==> src/sv/pnf_pkg.sv <==
// Package for the printf number formatter: opcode and base codes, record types.
// No dependencies.
`default_nettype none
package pnf_pkg;
  localparam logic [3:0] OP_PCT  = 4'd0;
  localparam logic [3:0] OP_CHR  = 4'd1;
  localparam logic [3:0] OP_SDEC = 4'd2;
  localparam logic [3:0] OP_OCT  = 4'd3;
  localparam logic [3:0] OP_UDEC = 4'd4;
  localparam logic [3:0] OP_PTR  = 4'd5;
  localparam logic [3:0] OP_AHXL = 4'd6;
  localparam logic [3:0] OP_AHXU = 4'd7;
  localparam logic [3:0] OP_HXL  = 4'd8;
  localparam logic [3:0] OP_HXU  = 4'd9;

  localparam logic [1:0] BASE_DEC = 2'd0;
  localparam logic [1:0] BASE_OCT = 2'd1;
  localparam logic [1:0] BASE_HEX = 2'd2;

  localparam int NDIG = 11;

  typedef struct packed {
    logic       single;
    logic [7:0] single_ch;
    logic       neg;
    logic       pfx;
    logic       upper;
    logic [1:0] base;
    logic [31:0] mag;
    logic [5:0] width;
    logic       pad_zero;
    logic       left;
  } req_t;

  typedef struct packed {
    logic       single;
    logic [7:0] single_ch;
    logic       neg;
    logic       pfx;
    logic       upper;
    logic [5:0] width;
    logic       pad_zero;
    logic       left;
  } hdr_t;
endpackage
`default_nettype wire

==> src/sv/pnf_decode.sv <==
// Decode stage: classifies the request, takes the magnitude, saturates width.
// Depends on pnf_pkg.
`default_nettype none
module pnf_decode import pnf_pkg::*; #(
  parameter int MAX_W = 62
) (
  input  wire logic        clk,
  input  wire logic        rst_n,
  input  wire logic        en,
  input  wire logic        v_in,
  input  wire logic [3:0]  opcode,
  input  wire logic [31:0] value,
  input  wire logic [5:0]  field_width,
  input  wire logic        pad_zero,
  input  wire logic        left_justify,
  output logic             v_r,
  output req_t             q_r
);
  req_t q_nxt;
  logic ok;
  always_comb begin
    q_nxt = '0;
    ok = 1'b1;
    q_nxt.mag = value;
    q_nxt.width = (field_width > 6'(MAX_W)) ? 6'(MAX_W) : field_width;
    q_nxt.pad_zero = pad_zero;
    q_nxt.left = left_justify;
    q_nxt.single_ch = value[7:0];
    case (opcode)
      OP_PCT: begin q_nxt.single = 1'b1; q_nxt.single_ch = 8'h25; end
      OP_CHR: q_nxt.single = 1'b1;
      OP_SDEC: begin
        q_nxt.neg = value[31];
        q_nxt.mag = value[31] ? (32'd0 - value) : value;
      end
      OP_OCT: q_nxt.base = BASE_OCT;
      OP_UDEC: q_nxt.base = BASE_DEC;
      OP_PTR, OP_AHXL: begin q_nxt.base = BASE_HEX; q_nxt.pfx = 1'b1; end
      OP_AHXU: begin q_nxt.base = BASE_HEX; q_nxt.pfx = 1'b1; q_nxt.upper = 1'b1; end
      OP_HXL: q_nxt.base = BASE_HEX;
      OP_HXU: begin q_nxt.base = BASE_HEX; q_nxt.upper = 1'b1; end
      default: ok = 1'b0;
    endcase
  end
  always_ff @(posedge clk) begin
    if (!rst_n) v_r <= 1'b0;
    else if (en) v_r <= v_in & ok;
    if (en) q_r <= q_nxt;
  end
endmodule
`default_nettype wire

==> config.mk <==
export PLATFORM = sky130hd
export DESIGN_NAME = pnf_decode
export DESIGN_NICKNAME = d
export VERILOG_FILES = /design/src/sv/pnf_pkg.sv /design/src/sv/pnf_decode.sv
export SDC_FILE = /design/constraint.sdc
export NUM_CORES = 1
export LEC_CHECK = 0
export BUFFER_PORTS_ARGS = -buffer_cell sky130_fd_sc_hd__buf_4
export CORE_MARGIN = 2
export CORE_UTILIZATION = 30
export DETAILED_ROUTE_END_ITERATION = 10
export PLACE_DENSITY_LB_ADDON = 0.1
export SYNTH_ARGS = -nofsm -noshare
export SYNTH_HDL_FRONTEND = slang
export SYNTH_SLANG_ARGS = --single-unit
export TNS_END_PERCENT = 5
==> constraint.sdc <==
create_clock -name clk -period 1.71 [get_ports clk]
set_input_delay 0.342 -clock clk [delete_from_list [all_inputs] [get_ports clk]]
set_output_delay 0.342 -clock clk [all_outputs]
set_load 0.03 [all_outputs]
=== Word level (Yosys, flattened, before mapping) ===
Cells that the tools add are included.

* Add/sub/neg operators: 1
* Order comparisons: 1
* Equal/unequal tests: 9
* Muxes and demuxes: 7
* Bitwise gates (word level): 1
* Reduce and logical (&&, ||, !) cells: 6

{| class="wikitable"
|+ Operators with widths
! operator !! count
|-
| 2-to-1 mux 32 bit || 2
|-
| subtractor 1 x 32 -> 32 bit, first input constant || 1
|-
| equality test 4 x 3 -> 1 bit, second input constant || 4
|-
| OR reduction 10 bit || 1
|-
| equality test 4 x 2 -> 1 bit, second input constant || 2
|-
| equality test 4 bit, second input constant || 2
|-
| > comparator 6 bit, second input constant || 1
|-
| OR reduction 5 bit || 1
|-
| equality test 4 x 1 -> 1 bit, second input constant || 1
|-
| logical NOT 4 bit || 1
|-
| 2-to-1 mux 1 bit || 4
|-
| case mux 2 bit (2 select lines) || 1
|-
| OR reduction 2 bit || 2
|-
| OR reduction 3 bit || 1
|-
| bitwise AND 1 bit || 1
|}

* Flip-flop bits (word level): 55
* Bits of input ports: 48
* Output and inout port bits: 55
* Logic and storage cells: 36

=== Logic depth before layout (Yosys ltp) ===
Gate-level depths: netlist of run 1.

* Depth in word-level cells: 4
* Mapped depth: 7
* Mapped depth without buffers: 6

=== Worst setup path after synthesis of run 1 ===
No wires, ideal clock.

* Path kind: input to register
* From: input port value[1]
* To: register q_r[34] (netlist bit) (data pin)
* Setup time: 0.266 ns
* Arrival: 1.553 ns
* Data required time: 1.444 ns
* Slack: -0.109 ns
* Stages: 6
* Buffers on the path: 0
* Cell sequence: inv_1 > ha_1 > nor3b_1 > nand4_2 > o41ai_1 > xnor2_1

{| class="wikitable"
|+ RTL lines
! element !! line !! source
|-
| start: declaration || pnf_decode.sv:12 || <nowiki>input wire logic [31:0] value,</nowiki>
|-
| end signal: assignment || pnf_decode.sv:48 || <nowiki>if (en) q_r <= q_nxt;</nowiki>
|-
| end: declaration || pnf_decode.sv:17 || <nowiki>output req_t q_r</nowiki>
|}

==> results by group, run 1 <==
CTS
  • Post-CTS Setup Inserts: 0
  • Htree depth: 2
  • Num CTS Buffers: 5
  • Clock Root Buffer: clkbuf_8
  • Hold buffers post-CTS: 0
  • Clock Path Buffers: 2
  • Post-CTS Resized: 0
  • Clock Latency Late Sink: about 0.30 ns
  • Worst-path clk slew: roughly 0.1 ns
  • CTS tree: built
  • Clk sinks: between 50 and 60

Global route
  • Largest net degree at the start of global routing: 33
  • Initial antenna violation count: 0
  • GRT overflow: 0
  • First-pass GRT wire length: ~9.0 mm
  • Global Route Usage Sum: between 10% and 20%
  • Number of global-route vias before repair: between 1,500 and 2,000

Run
  • Max Cap Viol: 0

Min path
  • WHS Path Cells: 1
  • Hold Path End: q_r[1]
  • Hold path start: pad_zero
  • Worst Hold Class: input port to flop

Pwr
  • Leakage: between 0.0015 and 0.002 µW
  • Peak supply drop: 0.383 mV
  • Total Power: ~3400 µW
  • Reg power frac: 48.6%
  • Switch share: 25.6%
  • PD cells: 852 nW/µm²
  • Internal: between 2000 and 3000 µW
  • Clock Power Share: between 30 and 40%
  • Combinational share of power: 21.3%
  • Net Sw Power: approximately 860 µW

Place
  • Hpwl dp: 4.50 mm
  • DP Worst Slack: -0.306 ns
  • GPL Wtd Cong: 0.793
  • IO Port Bufs: ~100

Routing
  • WL/cell: around 13 µm
  • Via density: between 4 and 5
  • # DRC: 0
  • Drt initial violations: 47
  • DR vias: 1,962
  • Drt first pass iters: 4
  • Final WL: 5.77 mm
  • Antenna-violating nets left: 0

Synthesis
  • Netlist cell types: 37
  • Predominant post-synthesis flop cell: edfxtp_1
  • Netlist Area Pre-Place: approximately 2600 µm²
  • Number of synthesized register bits: 55
  • Syn Nets: around 230
  • Ys Warns: 0
  • Synth area leader: edfxtp_1
  • Async SR Flop Fraction: 0%
  • Syn avg cell area: roughly 14 µm²
  • EDFF count, synth: 54
  • Cells after synthesis: 185
  • Synth top area cells: edfxtp_1 (63%), xnor2_1 (9.6%), o31ai_1 (3.2%)
  • Sequential fraction of the synthesis area: about 64%
  • Synth top area share: 63.4%

Critical path
  • Worst r2r dst: v_r
  • Crit path DAT: roughly 1.7 ns
  • Critical path type: input port to flop
  • Worst Path Max Fanout: 9
  • R2R cell count: 2
  • R2r setup slk: roughly 1.1 ns
  • Req. time, crit path: between 1.5 and 2 ns
  • Critical path launch point type: input port
  • Critical Path Sink Type: flop
  • Origin of the critical flop-to-flop path: v_r

Layout
  • Most frequent cells in the layout: buf_4 (147), edfxtp_1 (54), xnor2_1 (28)
  • Final net count: 381
  • Ant diodes: 0
  • Area of the multi-input gates: roughly 870 µm²
  • Area growth syn-to-layout: 54.7%
  • # fillers: 790
  • Final core occ: between 40 and 50%
  • FF/Latch Area: 1640 µm²
  • Commonest non-fill, non-tap cell in the layout: buf_4
  • Ratio of cells with drive above 1 in the final layout: 52.0%

Timing
  • Final period util: between 90% and 100%
  • Tightest Pin Transition: approximately 0.39 ns
  • WHS: 0.214 ns
  • Setup Skew: 0 ns
  • Hold Vio Cnt, Final: 0
  • Setup slack after layout: ~0.084 ns
  • Final worst path period need: about 1.6 ns
  • Achievable Freq: slightly above 600 MHz
  • Worst relative slew slack: 73.7%
  • RSZ-0062 raised after global routing: false
  • Setup Viol. Count Final: 0
  • Slew Viols, Final: 0

Floorplan
  • Die W: 96.3 µm
  • Core area: 8260 µm²
  • I/O pin count: about 100
  • Initial Util: 31.0%
  • Die ar.: around 9000 µm²
  • Die height: 96.3 µm
  • # rows: 33

Outcome
  • Run status: completed
## metrics by stage
step	instance area (µm²)	TNS, ns	std cells
2_1_floorplan	2580	-0.0643	185
3_3_place_gp	3820	-3.42	430
3_5_place_dp	3820	-2.85	430
4_1_cts	3960	0	438
5_1_grt	3960	0	438
6_report	3960	0	438
## worst max-delay path, stage by stage
cell and delay (ns):
buf_4 0.11, nor4_1 0.31, buf_4 0.18, nand4_2 0.13
buf_12 0.17, o41ai_1 0.34, xnor2_1 0.11
## layer usage
layer,track usage [%],vias up,share of wire [%]
met3,3.13,7,7.2
met5,0,-,0
met2,21.4,70,48
met4,3.52,0,1.1
li1,-,984,-
met1,16.1,901,44
## registers in the layout, indices dropped and copies added (netlist names)
signal and count:
q_r 54, v_r 1
## layout make-up
| type | instances | area share [%] |
|---|---|---|
| Clock buffer | 6 | 1.83 |
| Clock inverter | 2 | 1.52 |
| Inverter | 3 | 0.285 |
| Multi-Input combinational cell | 117 | 22.1 |
| Sequential cell | 55 | 41.5 |
| Tap cell | 105 | 3.32 |
| Timing Repair Buffer | 150 | 29.4 |
## cell usage after synthesis, types with 4 or more instances
cell / count
nand2_1: 14
o31ai_1: 11
nor2_1: 5
nor3_1: 4
nor2b_1: 5
o41ai_1: 4
clkbuf_1: 6
o21ai_0: 9
xnor2_1: 28
edfxtp_1: 54
## how the worst max path moves through the flow
stage / from / endpoint / slack [ns] / cells after the start
after global routing: value[10] / q_r[37] / 0.003 / 7
final: value[10] / q_r[37] / 0.08 / 7
after detailed placement: value[10] / q_r[37] / -0.31 / 7
after CTS: value[10] / q_r[37] / 0.04 / 7
after floorplan: value[27] / q_r[39] / -0.04 / 4
after global placement: value[10] / q_r[29] / -0.30 / 7
## cells by family after synthesis
kind of cell / count (synthesis) / share of synthesized area, %
xor+xnor: 29 / 9.94
buf+inv: 13 / 2.69
simple gates: 57 / 14.4
flops: 55 / 64.2
fa+ha+maj: 1 / 0.489
compound gates: 30 / 8.27
## power groups by stage
stage / Sequential [µW] / Combinational, µW / Clock (µW)
finish: 1640 / 720 / 1010
global placement: 1670 / 727 / 0
CTS: 1640 / 730 / 1040
floorplan: 1900 / 96.8 / 0
detailed placement: 1670 / 729 / 0
global route: 1650 / 771 / 1080
Power figures use the tool's default switching activity.
==> run 2, diff against run 1 <==
CELL_PAD_IN_SITES_DETAIL_PLACEMENT = 0   (was default)
CELL_PAD_IN_SITES_GLOBAL_PLACEMENT = 1   (was default)
clock period = 1.99 ns   (was 1.71 ns; I/O delays follow)
==> results by group, run 2 (synthesis results as in run 1) <==
Place
  • IO Port Bufs: 102
  • Placed cell areas: between 3000 and 4000 µm²
  • Cells after DPL: just over 400
  • Hpwl dp: roughly 4.3 mm
  • GPL Wtd Cong: a little under 0.8

Timing
  • Sum Neg Setup Slack: 0 ns
  • RSZ-0062 raised after global routing: false
  • Slew Viols, Final: 0
  • Final worst path period need: between 1.5 and 2 ns
  • WHS: about 0.27 ns
  • Setup Viol. Count Final: 0
  • Hold Vio Cnt, Final: 0
  • Final period util: 92.3%
  • Setup Skew: 0 ns
  • Worst relative slew slack: 76.6%
  • Tightest Pin Transition: between 0.3 and 0.4 ns
  • Achievable Freq: between 500 and 600 MHz

Pwr
  • Reg power frac: a little over half
  • Net Sw Power: between 700 and 800 µW
  • Peak supply drop: about 0.24 mV
  • Switch share: 28.4%
  • Leakage: approximately 0.0014 µW
  • Clock Power Share: approximately 24%
  • Internal: ~1900 µW
  • Combinational share of power: between 20% and 30%
  • PD cells: 708 nW/µm²

CTS
  • Clock Root Buffer: clkbuf_8
  • Post-CTS Resized: 0
  • Num CTS Buffers: 5
  • Htree depth: 2
  • Worst-path clk slew: 0.10 ns
  • Clk sinks: 55
  • CTS tree: built
  • Hold buffers post-CTS: 0
  • Clock Latency Late Sink: roughly 0.30 ns
  • Clock Path Buffers: 2
  • Post-CTS Setup Inserts: 0

Routing
  • WL met3: 335 µm
  • Met1 Wirelength: approximately 2.5 mm
  • Via density: between 4 and 5
  • DR top layer: met4
  • Drt first pass iters: 4
  • WL met2: 2.85 mm
  • Drt initial violations: 35
  • DR vias: around 1,900
  • Final WL: approximately 5.7 mm
  • Antenna-violating nets left: 0
  • WL/cell: 13.8 µm
  • # DRC: 0

Layout
  • Final net count: 358
  • Ratio of cells with drive above 1 in the final layout: between 40 and 50%
  • Number of flip-flops in the largest register: 54
  • Most frequent cells in the layout: buf_4 (125), edfxtp_1 (54), xnor2_1 (28)
  • Area growth syn-to-layout: 44.8%
  • Biggest register: q_r
  • Cell Count, Final, Fillers Out: about 420
  • Commonest non-fill, non-tap cell in the layout: buf_4
  • # fillers: just over 800
  • Ant diodes: 0
  • Top Registers: q_r x54, v_r x1
  • Design Area, Final: 3700 µm²

Critical path
  • Req. time, crit path: approximately 2.1 ns
  • Critical path type: input port to flop
  • Critical Path Sink Type: flop
  • Crit path DAT: about 1.9 ns
  • Crit-path cells: buf_4 -> inv_1 -> ha_1 -> nor3b_1 -> buf_4 -> nand4_2 -> o41ai_1 -> xnor2_1
  • Worst Setup SP: value[1]
  • CP Capture Point: q_r[34]
  • R2R cell count: 2
  • Max incr delay on CP: between 0.4 and 0.5 ns
  • Critical path launch point type: input port
  • CP delay by family, top: compound AO/OA/AOI/OAI gates
  • CP bufs+invs: 3
  • Worst Path Max Fanout: 9
  • CP Depth: 8
  • Worst r2r dst: v_r
  • Origin of the critical flop-to-flop path: v_r
  • CP max-delay cell: o41ai_1
  • R2r setup slk: 1.36 ns
  • Cell repeated most along the worst path: buf_4

Floorplan
  • Core area: about 8300 µm²
  • Die height: between 90 and 100 µm
  • Initial Util: a little under a third
  • I/O pin count: around 100
  • # rows: 33
  • Die W: between 90 and 100 µm
  • Die ar.: just over 9000 µm²

Global route
  • Global Route Usage Sum: 12.8%
  • First-pass GRT wire length: around 9 mm
  • Initial antenna violation count: 0
  • Number of global-route vias before repair: between 1,500 and 2,000
  • Largest net degree at the start of global routing: 33
  • GRT overflow: 0

Run
  • Max Cap Viol: 0

Min path
  • Worst Hold Class: input port to flop

Outcome
  • Run status: completed
## run 2: worst min path at each step
stage,from,endpoint,slack (ns),cells past startpoint
floorplan,left_justify,q_r[0],0.50,0
global placement,v_r,v_r,0.47,2
detailed placement,v_r,v_r,0.50,2
CTS,left_justify,q_r[0],0.26,1
global route,left_justify,q_r[0],0.24,1
finish,pad_zero,q_r[1],0.27,1
## run 2: worst reg2reg max path, stage by stage, from the launching register on
cell and delay, ns:
dfxtp_1 0.35, nand2b_1 0.05, a21boi_0 0.16
## run 2: power by group through the flow
stage	clock network (µW)	logic [µW]	registers [µW]
6_report	631	585	1410
5_1_grt	712	626	1420
4_1_cts	656	592	1410
3_5_place_dp	0	592	1430
3_3_place_gp	0	590	1430
2_1_floorplan	0	81.9	1630
## run 2: final cells by class
cell class                 count  area, µm²  share of cell area (%)
clock inverter                 3       25.0                   0.676
timing repair buffer         127        978                    26.4
inverter                       3       11.3                   0.304
tap                          105        131                    3.55
multi-input combinational    117        846                    22.8
clock buffer                   5       68.8                    1.86
sequential                    55       1640                    44.3
## run 2: routing by layer
metal,vias to the layer above,GRT usage (%)
li1,933,-
met1,914,16.4
met2,58,21.4
met3,4,3.37
met4,0,3.17
met5,-,0
## run 2: through the flow
stage	utilization, %	power (µW)	setup WS (ns)
floorplan	-	1710	0.115
global placement	43.7	2020	-0.169
detailed placement	43.7	2030	-0.211
CTS	44.8	2660	0.137
global route	44.8	2750	0.00646
finish	44.8	2620	0.154
