$ cat src/sv/pnf_pkg.sv
// Package for the printf number formatter: opcode and base codes, record types.
// No dependencies.
`default_nettype none
package pnf_pkg;
  localparam logic [3:0] OP_PCT  = 4'd0;
  localparam logic [3:0] OP_CHR  = 4'd1;
  localparam logic [3:0] OP_SDEC = 4'd2;
  localparam logic [3:0] OP_OCT  = 4'd3;
  localparam logic [3:0] OP_UDEC = 4'd4;
  localparam logic [3:0] OP_PTR  = 4'd5;
  localparam logic [3:0] OP_AHXL = 4'd6;
  localparam logic [3:0] OP_AHXU = 4'd7;
  localparam logic [3:0] OP_HXL  = 4'd8;
  localparam logic [3:0] OP_HXU  = 4'd9;

  localparam logic [1:0] BASE_DEC = 2'd0;
  localparam logic [1:0] BASE_OCT = 2'd1;
  localparam logic [1:0] BASE_HEX = 2'd2;

  localparam int NDIG = 11;

  typedef struct packed {
    logic       single;
    logic [7:0] single_ch;
    logic       neg;
    logic       pfx;
    logic       upper;
    logic [1:0] base;
    logic [31:0] mag;
    logic [5:0] width;
    logic       pad_zero;
    logic       left;
  } req_t;

  typedef struct packed {
    logic       single;
    logic [7:0] single_ch;
    logic       neg;
    logic       pfx;
    logic       upper;
    logic [5:0] width;
    logic       pad_zero;
    logic       left;
  } hdr_t;
endpackage
`default_nettype wire

$ cat src/sv/pnf_emit.sv
// Character sequencer: walks prefix, padding, sign and digits of one item.
// Depends on pnf_pkg.
`default_nettype none
module pnf_emit import pnf_pkg::*; (
  input  wire logic       clk,
  input  wire logic       rst_n,
  input  wire logic       v_in,
  input  hdr_t            h_in,
  input  wire logic [NDIG*4-1:0] dig_in,
  input  wire logic [3:0] ndig_in,
  output logic            take,
  output logic            out_valid,
  input  wire logic       out_stall,
  output logic [7:0]      out_character,
  output logic            out_last
);
  logic        busy_r;
  hdr_t        h_r;
  logic [NDIG*4-1:0] dg_r;
  logic [6:0]  pos_r, pos_nxt, tot_r;
  logic [6:0]  body_r, padn_r, pfxn_r;
  logic [6:0]  blen, padn, k, j;
  logic [3:0]  d;
  logic [7:0]  ch, pch;
  logic        ov_r;
  logic [7:0]  oc_r;
  logic        ol_r;
  logic        adv;

  assign adv = busy_r && (!ov_r || !out_stall);
  assign take = !busy_r || (adv && pos_r + 7'd1 == tot_r);

  always_comb begin
    blen = 7'(ndig_in) + {6'd0, h_in.neg};
    padn = ({1'b0, h_in.width} > blen) ? {1'b0, h_in.width} - blen : 7'd0;
    pch = h_r.pad_zero ? 8'h30 : 8'h20;
    k = pos_r - pfxn_r;
    if (!h_r.left) k = k - padn_r;
    j = body_r - 7'd1 - k;
    d = dg_r[4 * j[3:0] +: 4];
    if (d < 4'd10) ch = 8'h30 + {4'd0, d};
    else ch = (h_r.upper ? 8'h41 : 8'h61) + {4'd0, d} - 8'd10;
    if (h_r.single) ch = h_r.single_ch;
    else if (pos_r < pfxn_r) ch = (pos_r == 7'd0) ? 8'h30 : (h_r.upper ? 8'h58 : 8'h78);
    else if (!h_r.left && pos_r < pfxn_r + padn_r) ch = pch;
    else if (k >= body_r) ch = pch;
    else if (h_r.neg && k == 7'd0) ch = 8'h2d;
  end

  always_comb begin
    pos_nxt = pos_r;
    if (adv) pos_nxt = pos_r + 7'd1;
    if (take && v_in) pos_nxt = 7'd0;
  end

  always_ff @(posedge clk) begin
    if (!rst_n) begin
      busy_r <= 1'b0;
      ov_r <= 1'b0;
    end else begin
      if (!ov_r || !out_stall) ov_r <= adv;
      if (take) busy_r <= v_in;
    end
    pos_r <= pos_nxt;
    if (adv) begin
      oc_r <= ch;
      ol_r <= (pos_r + 7'd1 == tot_r);
    end
    if (take && v_in) begin
      h_r <= h_in;
      dg_r <= dig_in;
      body_r <= blen;
      padn_r <= padn;
      pfxn_r <= h_in.pfx ? 7'd2 : 7'd0;
      tot_r <= h_in.single ? 7'd1 : (blen + padn + (h_in.pfx ? 7'd2 : 7'd0));
    end
  end
  assign out_valid = ov_r;
  assign out_character = oc_r;
  assign out_last = ol_r;

  a_last_hold: assert property (@(posedge clk) disable iff (!rst_n)
    out_valid && out_stall |=> $stable(out_last)) else $error("stalled last changed");
  a_hold: assert property (@(posedge clk) disable iff (!rst_n)
    out_valid && out_stall |=> out_valid && $stable(out_character))
    else $error("stalled output changed");
  a_pos: assert property (@(posedge clk) disable iff (!rst_n)
    busy_r |-> pos_r < tot_r) else $error("position overrun");
endmodule
`default_nettype wire

$ cat config.mk
export PLATFORM = sky130hd
export DESIGN_NAME = pnf_emit
export DESIGN_NICKNAME = d
export VERILOG_FILES = /design/src/sv/pnf_pkg.sv /design/src/sv/pnf_emit.sv
export SDC_FILE = /design/constraint.sdc
export NUM_CORES = 1
export LEC_CHECK = 0
export ABC_AREA = 1
export ABC_CLOCK_PERIOD_IN_PS = 6550
export BUFFER_PORTS_ARGS = -buffer_cell sky130_fd_sc_hd__buf_2
export CAP_MARGIN = 20
export CELL_PAD_IN_SITES_DETAIL_PLACEMENT = 0
export CELL_PAD_IN_SITES_GLOBAL_PLACEMENT = 1
export CORE_MARGIN = 2
export CORE_UTILIZATION = 45
export DETAILED_ROUTE_END_ITERATION = 10
export PLACE_DENSITY_LB_ADDON = 0.08
export SYNTH_ARGS = -nofsm -noshare
export SYNTH_HDL_FRONTEND = slang
export SYNTH_SLANG_ARGS = --single-unit
export TNS_END_PERCENT = 10
$ cat constraint.sdc
create_clock -name clk -period 6.55 [get_ports clk]
set_input_delay 0.655 -clock clk [delete_from_list [all_inputs] [get_ports clk]]
set_output_delay 0.655 -clock clk [all_outputs]
set_load 0.005 [all_outputs]
# ---- Word level (Yosys, flattened, before mapping)
# Index checks and enable logic that the tools add are counted.
dict set report classes {
  add_sub_neg 13
  n_lt_le_gt_ge 5
  eq_ne 1
  shift 1
  muxes 13
  n_reduce_logical 13
}
# cell n
set ops {}
lappend ops {{8-bit 2-to-1 mux} 6}
lappend ops {{44-bit by 7-bit indexed part select with 4-bit output} 1}
lappend ops {{7-bit 2-to-1 mux} 3}
lappend ops {{7-bit zero test} 2}
lappend ops {{7-bit less-than comparator} 2}
lappend ops {{7-bit subtractor} 2}
lappend ops {{6-bit 2-to-1 mux} 2}
lappend ops {{7-bit by 4-bit adder with 8-bit output} 1}
lappend ops {{8-bit by 4-bit subtractor with 8-bit output, second input constant} 1}
lappend ops {{5-bit by 7-bit adder with 7-bit output} 1}
lappend ops {{6-bit by 4-bit adder with 7-bit output, first input constant} 1}
lappend ops {{7-bit by 1-bit adder with 7-bit output, second input constant} 1}
lappend ops {{7-bit by 2-bit adder with 7-bit output} 1}
lappend ops {{7-bit adder} 1}
lappend ops {{7-bit equality test} 1}
lappend ops {{7-bit by 5-bit greater-or-equal comparator with 1-bit output} 1}
lappend ops {{6-bit by 5-bit subtractor with 7-bit output} 1}
lappend ops {{6-bit by 5-bit greater-than comparator with 1-bit output} 1}
lappend ops {{4-bit by 1-bit adder with 5-bit output} 1}
lappend ops {{1-bit logical AND} 5}
lappend ops {{5-bit 2-to-1 mux} 1}
lappend ops {{1-bit zero test} 4}
lappend ops {{4-bit less-than comparator, second input constant} 1}
lappend ops {{4-bit by 1-bit subtractor with 4-bit output, second input constant} 1}
lappend ops {{other kinds (3)} 4}
dict set report word_totals {
  ff_bits 101
  output_inout_bits 11
  elab_cells 62
}

# ---- Logic depth before layout (Yosys ltp)
# Gate-level depths: netlist (run 1).
dict set report logic_depth {
  ltp_word 13
  ltp_mapped 29
}

# ---- Worst setup path before layout (run 1)
# Ideal clock, no wire load.
dict set report synth_timing {
  path_kind {in2reg}
  start {in h_in[10] in the netlist's numbering}
  end {reg tot_r[5], data pin}
  setup_ns 0.264
  arrival_ns 3.906
  required_time_ns 6.286
  slack_ns 2.380
  path_stages 23
  n_path_buf 0
  path_cell_list {ha_1 -> ha_1 -> xor2_1 -> inv_1 -> ha_1 -> a21oi_1 -> o21ai_0 -> nand2_1 -> nand2_1 -> a21oi_1 -> nand2_1 -> nand2_1 -> nor2_1 -> inv_1 -> fa_1 -> inv_1 -> ha_1 -> inv_1 -> fa_1 -> nor3_1 -> a211oi_1 -> o21ai_0 -> a21oi_1}
}
dict set report synth_between {
  elab_chain_len 5
  elab_cells_between_ends 6
  cone_classes {4 x add/sub; 1 x order compare; 1 x mux}
}
# element line_no
set synth_lines {}
lappend synth_lines {{start: declaration} pnf_emit.sv:8} ;# input hdr_t h_in,
lappend synth_lines {{4-bit by 1-bit adder with 5-bit output} pnf_emit.sv:34} ;# blen = 7'(ndig_in) + {6'd0, h_in.neg};
lappend synth_lines {{net blen[2]} pnf_emit.sv:22} ;# logic [6:0] blen, padn, k, j;
lappend synth_lines {{6-bit by 5-bit greater-than comparator with 1-bit output} pnf_emit.sv:35} ;# padn = ({1'b0, h_in.width} > blen) ? {1'b0, h_in.width} - blen : 7'd0;
lappend synth_lines {{7-bit 2-to-1 mux} pnf_emit.sv:35}
lappend synth_lines {{net padn[1]} pnf_emit.sv:22}
lappend synth_lines {{5-bit by 7-bit adder with 7-bit output} pnf_emit.sv:75} ;# tot_r <= h_in.single ? 7'd1 : (blen + padn + (h_in.pfx ? 7'd2 : 7'd0));
lappend synth_lines {{7-bit by 2-bit adder with 7-bit output} pnf_emit.sv:75}
lappend synth_lines {{end signal: assignment} pnf_emit.sv:75}
lappend synth_lines {{end: declaration} pnf_emit.sv:20} ;# logic [6:0] pos_r, pos_nxt, tot_r;
# The timed path passes the listed nets, and every way through them passes these cells.
# A chain may end at the register's enable or synchronous reset.

# ---- Final worst setup path (run 1)
dict set report layout_timing {
  start {reg pos_r[1]}
  end {reg oc_r[4], in the netlist out_character[4], data pin}
}
dict set report layout_between {
  elab_chain_len 13
  elab_cells_between_ends 23
  cone_classes {6 x add/sub; 4 x order compare; 1 x shift; 8 x mux; 4 x reduce/logical}
}
# element line_no
set layout_lines {}
lappend layout_lines {{start: declaration} pnf_emit.sv:20}
lappend layout_lines {{start signal: assignment} pnf_emit.sv:64} ;# pos_r <= pos_nxt;
lappend layout_lines {{7-bit subtractor} pnf_emit.sv:37} ;# k = pos_r - pfxn_r;
lappend layout_lines {{7-bit subtractor} pnf_emit.sv:38} ;# if (!h_r.left) k = k - padn_r;
lappend layout_lines {{7-bit 2-to-1 mux} pnf_emit.sv:38}
lappend layout_lines {{4-bit subtractor} pnf_emit.sv:39} ;# j = body_r - 7'd1 - k;
lappend layout_lines {{44-bit by 7-bit indexed part select with 4-bit output} pnf_emit.sv:40} ;# d = dg_r[4 * j[3:0] +: 4];
lappend layout_lines {{7-bit by 4-bit adder with 8-bit output} pnf_emit.sv:42} ;# else ch = (h_r.upper ? 8'h41 : 8'h61) + {4'd0, d} - 8'd10;
lappend layout_lines {{8-bit by 4-bit subtractor with 8-bit output} pnf_emit.sv:42}
lappend layout_lines {{8-bit 2-to-1 mux} pnf_emit.sv:41} ;# if (d < 4'd10) ch = 8'h30 + {4'd0, d};
lappend layout_lines {{8-bit 2-to-1 mux} pnf_emit.sv:47} ;# else if (h_r.neg && k == 7'd0) ch = 8'h2d;
lappend layout_lines {{8-bit 2-to-1 mux} pnf_emit.sv:46} ;# else if (k >= body_r) ch = pch;
lappend layout_lines {{8-bit 2-to-1 mux} pnf_emit.sv:45} ;# else if (!h_r.left && pos_r < pfxn_r + padn_r) ch = pch;
lappend layout_lines {{8-bit 2-to-1 mux *} pnf_emit.sv:44} ;# else if (pos_r < pfxn_r) ch = (pos_r == 7'd0) ? 8'h30 : (h_r.upper ? 8'h58 : 8'h78);
lappend layout_lines {{8-bit 2-to-1 mux *} pnf_emit.sv:43} ;# if (h_r.single) ch = h_r.single_ch;
lappend layout_lines {{net ch[4]} pnf_emit.sv:24} ;# logic [7:0] ch, pch;
lappend layout_lines {{end signal: assignment} pnf_emit.sv:66} ;# oc_r <= ch;
lappend layout_lines {{end: declaration} pnf_emit.sv:26} ;# logic [7:0] oc_r;
# The timed path passes the listed nets; every way through them passes the cells marked *.

==> flow_metrics.tcl, run 1 <==
set metrics [dict create \
    avgViaCountPerCell 4.88 \
    fmax_mhz 224 \
    finalSetupTns_ns 0 \
    port_buffers 82 \
    final_cell_mix "nand2_1, edfxtp_1, buf_2" \
    grt.met2_usage_pct 28.0 \
    setup.worst_path.end_class "flop" \
    relSlewSlack_pct 41.5 \
    finalSetupViolations 0 \
    postPlaceCellArea_um2 6000 \
    worst_pin_slew_ns 0.876 \
    cts_resized 0 \
    die_area_um2 13000 \
    synthCells 590 \
    multiInputGateArea_um2 2320 \
    finalCriticalPeriod_ns 4.47 \
    power_density_nw_per_um2 326 \
    drv_cap 0 \
    dr.pass1.iters 4 \
    grt.overflow.total 0 \
    cts_buffers 9 \
    cts_tree "yes" \
    clock-root-buffer "clkbuf_16" \
    layout-drive-gt1-share_pct 16.4 \
    drc_errors 0 \
    worst-setup-path-type "flop to flop" \
    grt_max_degree 47 \
    cp.arrival_ns 4.58 \
    syn_area_per_cell_um2 9.20 \
    design.core.area_um2 11900 \
    outcome "completed" \
    gp_congestion 0.870 \
    start_util_pct 45.6 \
    clk_latency_ns 0.35 \
    synth_area_um2 5430 \
    fp.dieW_um 114 \
    drt-initial-drc-count 260 \
    hpwlAfterDp_um 8700 \
    design_area_um2 6320 \
    diodes 0 \
    antenna_found_initial 0 \
    start_kind "flop" \
    grt_pass1_wl_um 18300 \
    regArea_um2 2760 \
    synth_nets 708 \
    clockBufferDepth 2 \
    clock-sinks 95 \
    die_h_um 114 \
    htreeDepth 3 \
    synth_seq_cells 95 \
    skew_ns 0.00745 \
    cp.required_ns 6.66 \
    yosysSeqAreaShare_pct 50.9 \
    grt_usage_pct 18.2 \
    hold_path_class "primary input to flop" \
    num_rows 40 \
    final_common_cell "nand2_1" \
    gr-usage-met3_pct 3.99 \
    cts_setup_buffers 0 \
    leakage_nw 2.93 \
    min_period_over_period_pct 68.3 \
    yosys.cell_types.count 36 \
    busiest_layer "met2" \
    vias 4043 \
    critPathMaxFanout 14 \
    hold_buffers 0 \
    final_antenna_net_count 0 \
    avgRoutedWirePerCell_um 13.4 \
    cts.clk_slew.worst_paths_ns 0.07 \
    yosys_warnings 0 \
    rsz0062_at_grt "no" \
    ios 83 \
    routed_wl_um 11100 \
    nFillCells 1115 \
    synthToLayoutAreaGrowth_pct 16.5 \
    ir_worst_vdd_mv 0.231 \
    hold_viol 0 \
    grt_pass1_vias 3837 \
    nNetsFinal 794 \
    slew_violations 0 \
    met1_usage_pct 25.4 \
]
## routing by layer
layer | wire [um] | up-vias | share of wire (%)
li1 | - | 2137 | -
met1 | 5530 | 1793 | 50
met2 | 4820 | 96 | 43
met3 | 537 | 17 | 4.8
met4 | 240 | 0 | 2.2
met5 | 0 | - | 0
## kinds of logic (layout without fill, tap and decap cells)
kind of cell	Yosys count	in the layout	synth area share (%)
DFF	95	95	50.9
adders and majority gates	46	46	11.3
AOI/OAI and AO/OA	69	69	6.99
buffers and inverters	92	183	6.50
and+or+nand+nor	269	269	21.1
xor gates and xnor gates	19	19	3.21
## Yosys cell counts, drive strengths merged
cell type	number	area, um^2
fa	5	100
a21oi	30	154
ha	41	513
a31oi	1	6.26
inv	83	312
xnor2	4	35.0
nand3b	2	15.0
buf	7	33.8
dfxtp	9	180
o21bai	1	7.51
nand3	47	240
o21a	3	22.5
clkbuf	1	3.75
nand4	9	62.6
nor3	5	25.0
nand2	137	517
a211oi	1	7.51
nor3b	3	22.5
clkinv	1	3.75
nor2	62	238
o21ai	31	166
or2	4	25.0
o211ai	2	15.0
xor2	15	139
edfxtp	86	2580
## power breakdown
part	internal [mW]	switching, mW	total (mW)
combinational	0.272	0.481	0.753
sequential	0.719	0.0299	0.749
clock	0.309	0.250	0.559
total	1.30	0.761	2.06
## path summary, 6_finish.rpt
kind              startpoint                to  slack, ns  cells past startpoint
setup / recovery    pos_r[1]  out_character[4]       2.08                     22
setup reg to reg    pos_r[1]  out_character[4]       2.08                     22
hold / removal     dig_in[8]           dg_r[8]       0.47                      1
hold reg to reg    out_valid         out_valid       0.48                      2
## worst max-delay path, cell delays in order, from the launching register on
cell      delay (ns)
dfxtp_1         0.38
inv_1           0.09
ha_1            0.33
fa_1            0.51
o21a_1          0.16
inv_1           0.09
fa_1            0.86
clkinv_1        0.40
nor2_1          0.17
o21ai_0         0.09
nand3_1         0.09
nand3_1         0.14
nand2_1         0.14
inv_1           0.05
ha_1            0.20
nand3_1         0.14
nand2_1         0.06
inv_1           0.05
nand2_1         0.04
nand2_1         0.05
nor2_1          0.04
nor2_1          0.10
nor2_1          0.04
## registers in the layout, indices dropped and copies added, names as in the netlist
signal         flops
padn_r             7
tot_r              7
body_r             5
dg_r              44
pos_r              7
busy_r             1
out_last           1
out_character      8
out_valid          1
h_r               13
pfxn_r             1
## layout make-up
| cell class | instances | area share, % |
|---|---|---|
| clock buffer | 9 | 3.56 |
| clock inverter | 7 | 1.60 |
| inverter | 84 | 4.99 |
| multi-input combinational | 403 | 36.6 |
| sequential | 95 | 43.7 |
| tap | 147 | 2.91 |
| timing repair buffer | 83 | 6.61 |
## per-stage QoR
step,setup slack (ns),hold WS [ns],util (%),instances,total power [mW]
3_5_place_dp,1.90,0.480,50.3,812,1.52
5_1_grt,1.48,0.458,53.1,828,2.23
4_1_cts,2.04,0.458,53.1,828,2.08
2_1_floorplan,2.38,0.470,-,590,1.33
3_3_place_gp,2.04,0.469,50.3,812,1.51
6_report,2.08,0.473,53.1,828,2.06
Power figures use the tool's default switching activity.
==> run 2, diff against run 1 <==
--- a/config.mk
+++ b/config.mk
@@ -6,13 +6,13 @@
 export NUM_CORES = 1
 export LEC_CHECK = 0
 export ABC_AREA = 1
-export ABC_CLOCK_PERIOD_IN_PS = 6550
+export ABC_CLOCK_PERIOD_IN_PS = 4450
 export BUFFER_PORTS_ARGS = -buffer_cell sky130_fd_sc_hd__buf_2
 export CAP_MARGIN = 20
 export CELL_PAD_IN_SITES_DETAIL_PLACEMENT = 0
 export CELL_PAD_IN_SITES_GLOBAL_PLACEMENT = 1
 export CORE_MARGIN = 2
-export CORE_UTILIZATION = 45
+export CORE_UTILIZATION = 44
 export DETAILED_ROUTE_END_ITERATION = 10
 export PLACE_DENSITY_LB_ADDON = 0.08
 export SYNTH_ARGS = -nofsm -noshare
==> constraint.sdc (replaced) <==
create_clock -name clk -period 4.45 [get_ports clk]
set_input_delay 0.445 -clock clk [delete_from_list [all_inputs] [get_ports clk]]
set_output_delay 0.445 -clock clk [all_outputs]
set_load 0.005 [all_outputs]
==> run 2 against run 1 <==
  * Cell count up 0.85%
  * Worst setup slack worse by 1.6 ns
  * Count of clock-buffer cells in the layout unchanged
  * First-iteration DRC count down 32%
  * Via count up 0.62%
  * Cell area up 1.0%
  * Sequential power up 47%
  * Non-clock buffer count up 7
  * Critical path depth unchanged
  * Highest routed layer unchanged
==> flow_metrics.tcl, run 2 (synthesis gave the netlist of run 1 again) <==
set metrics [dict create \
    gp_congestion 0.870 \
    final_cell_mix "nand2_1, edfxtp_1, buf_2" \
    die_h_um 115 \
    finalSetupTns_ns 0 \
    clk_latency_ns 0.36 \
    power_density_nw_per_um2 482 \
    ir_worst_vdd_mv 0.299 \
    hold_depth 1 \
    skew_ns 0.00922 \
    antenna_found_initial 0 \
    hold_start "dig_in[8]" \
    port_buffers 82 \
    dr.pass1.iters 5 \
    htreeDepth 3 \
    largest_reg_flops 44 \
    cts_buffers 9 \
    rr_endpoint "out_character[4]" \
    drc_errors 0 \
    cts.clk_slew.worst_paths_ns 0.07 \
    avgViaCountPerCell 4.87 \
    utilization_pct 53.2 \
    critPathMaxFanout 9 \
    cts_tree "yes" \
    design.core.area_um2 12000 \
    clockBufferDepth 2 \
    hold_path_class "primary input to flop" \
    worst-setup-path-type "flop to flop" \
    drt-initial-drc-count 176 \
    rsz0062_at_grt "no" \
    fmax_mhz 249 \
    slew_violations 0 \
    min_period_over_period_pct 90.3 \
    r2r-start "pos_r[1]" \
    diodes 0 \
    num_rows 40 \
    finalCriticalPeriod_ns 4.02 \
    start_util_pct 45.2 \
    layout-drive-gt1-share_pct 17.4 \
    reg2reg_depth 22 \
    vias 4068 \
    synthToLayoutAreaGrowth_pct 17.7 \
    avgRoutedWirePerCell_um 13.5 \
    final_common_cell "nand2_1" \
    nNetsFinal 801 \
    grt_pass1_vias 3898 \
    setup.worst_path.end_class "flop" \
    cp.arrival_ns 4.13 \
    relSlewSlack_pct 60.1 \
    start_kind "flop" \
    cp.required_ns 4.56 \
    hold_viol 0 \
    clock-sinks 95 \
    final_antenna_net_count 0 \
    leakage_nw 2.97 \
    r2r_slack_ns 0.43 \
    fp.dieW_um 115 \
    die_area_um2 13200 \
    clock-root-buffer "clkbuf_16" \
    drv_cap 0 \
    cts_setup_buffers 0 \
    worst_pin_slew_ns 0.599 \
    grt_usage_pct 18.2 \
    ios 83 \
    grt.overflow.total 0 \
    routed_wl_um 11300 \
    total_power_mw 3.08 \
    finalSetupViolations 0 \
    largest_register "dg_r" \
    outcome "completed" \
    grt_max_degree 78 \
    grt_pass1_wl_um 18600 \
    min_to "dg_r[8]" \
    hpwlAfterDp_um 8620 \
]
-- run 2: cell count changes in the layout (fill, tap and decap cells not counted) --
cell and delta:
o21ai_1 +1, clkinv_8 -1, clkinvlp_4 +1, buf_12 +1
o21ai_0 -1, clkinv_1 -1, inv_8 +1, buf_4 +6
-- run 2: cell type report --
cell class / instances / area (um^2)
clock buffer: 9 / 225
clock inverter: 7 / 96.3
fill: 1137 / 5630
inverter: 84 / 319
multi-input combinational: 403 / 2320
sequential: 95 / 2760
tap: 147 / 184
timing repair buffer: 90 / 483
-- run 2: routing by layer --
layer | track usage, % | part of all wire, % | routed length (um)
met5 | 0 | 0 | 0
met1 | 25.2 | 50 | 5610
met2 | 28.3 | 45 | 5030
met3 | 3.90 | 3.9 | 439
met4 | 6.83 | 1.6 | 180
-- run 2: worst max path at each step --
stage               startpoint               end  slack, ns  depth (start not counted)
floorplan             pos_r[0]         body_r[0]       0.41                          9
global placement      h_in[10]          tot_r[5]       0.28                         24
detailed placement    h_in[10]          tot_r[5]        0.1                         24
CTS                   pos_r[1]  out_character[4]       0.37                         22
global route          pos_r[1]  out_character[4]     0.0002                         22
finish                pos_r[1]  out_character[4]       0.43                         22
-- run 2: worst max-delay path: stages, from the launching register on --
cell and delay, ns:
dfxtp_1 0.38, inv_1 0.10, ha_1 0.35, fa_1 0.52, o21a_1 0.16, inv_1 0.08
fa_1 0.57, clkinvlp_4 0.23, nor2_1 0.14, o21ai_0 0.09, nand3_1 0.13, nand3_1 0.13
nand2_1 0.13, inv_1 0.06, ha_1 0.20, nand3_1 0.12, nand2_1 0.06, inv_1 0.05
nand2_1 0.04, nand2_1 0.06, nor2_1 0.04, nor2_1 0.10, nor2_1 0.04
-- run 2: stage by stage --
stage | hold WS [ns] | worst slack, ns | instances | area, um^2
2_1_floorplan | 0.470 | 0.405 | 590 | 5430
3_3_place_gp | 0.469 | 0.282 | 819 | 6060
3_5_place_dp | 0.479 | 0.0952 | 819 | 6060
4_1_cts | 0.241 | 0.371 | 835 | 6380
5_1_grt | 0.240 | 0.000213 | 835 | 6390
6_report | 0.258 | 0.431 | 835 | 6390
-- run 2: repair_timing --
item / CTS / global route
resized for setup: 0 / 2
hold buffers: 0 / 0
endpoints found under the setup margin: 0 / 1
hold endpoints to repair: 0 / 0
-- run 2: report_power, final --
| part | switching (mW) | internal (mW) | total (mW) | leakage, nW |
|---|---|---|---|---|
| Sequential | 0.0390 | 1.06 | 1.10 | 0.897 |
| Combinational | 0.726 | 0.434 | 1.16 | 1.92 |
| Clock | 0.364 | 0.454 | 0.818 | 0.155 |
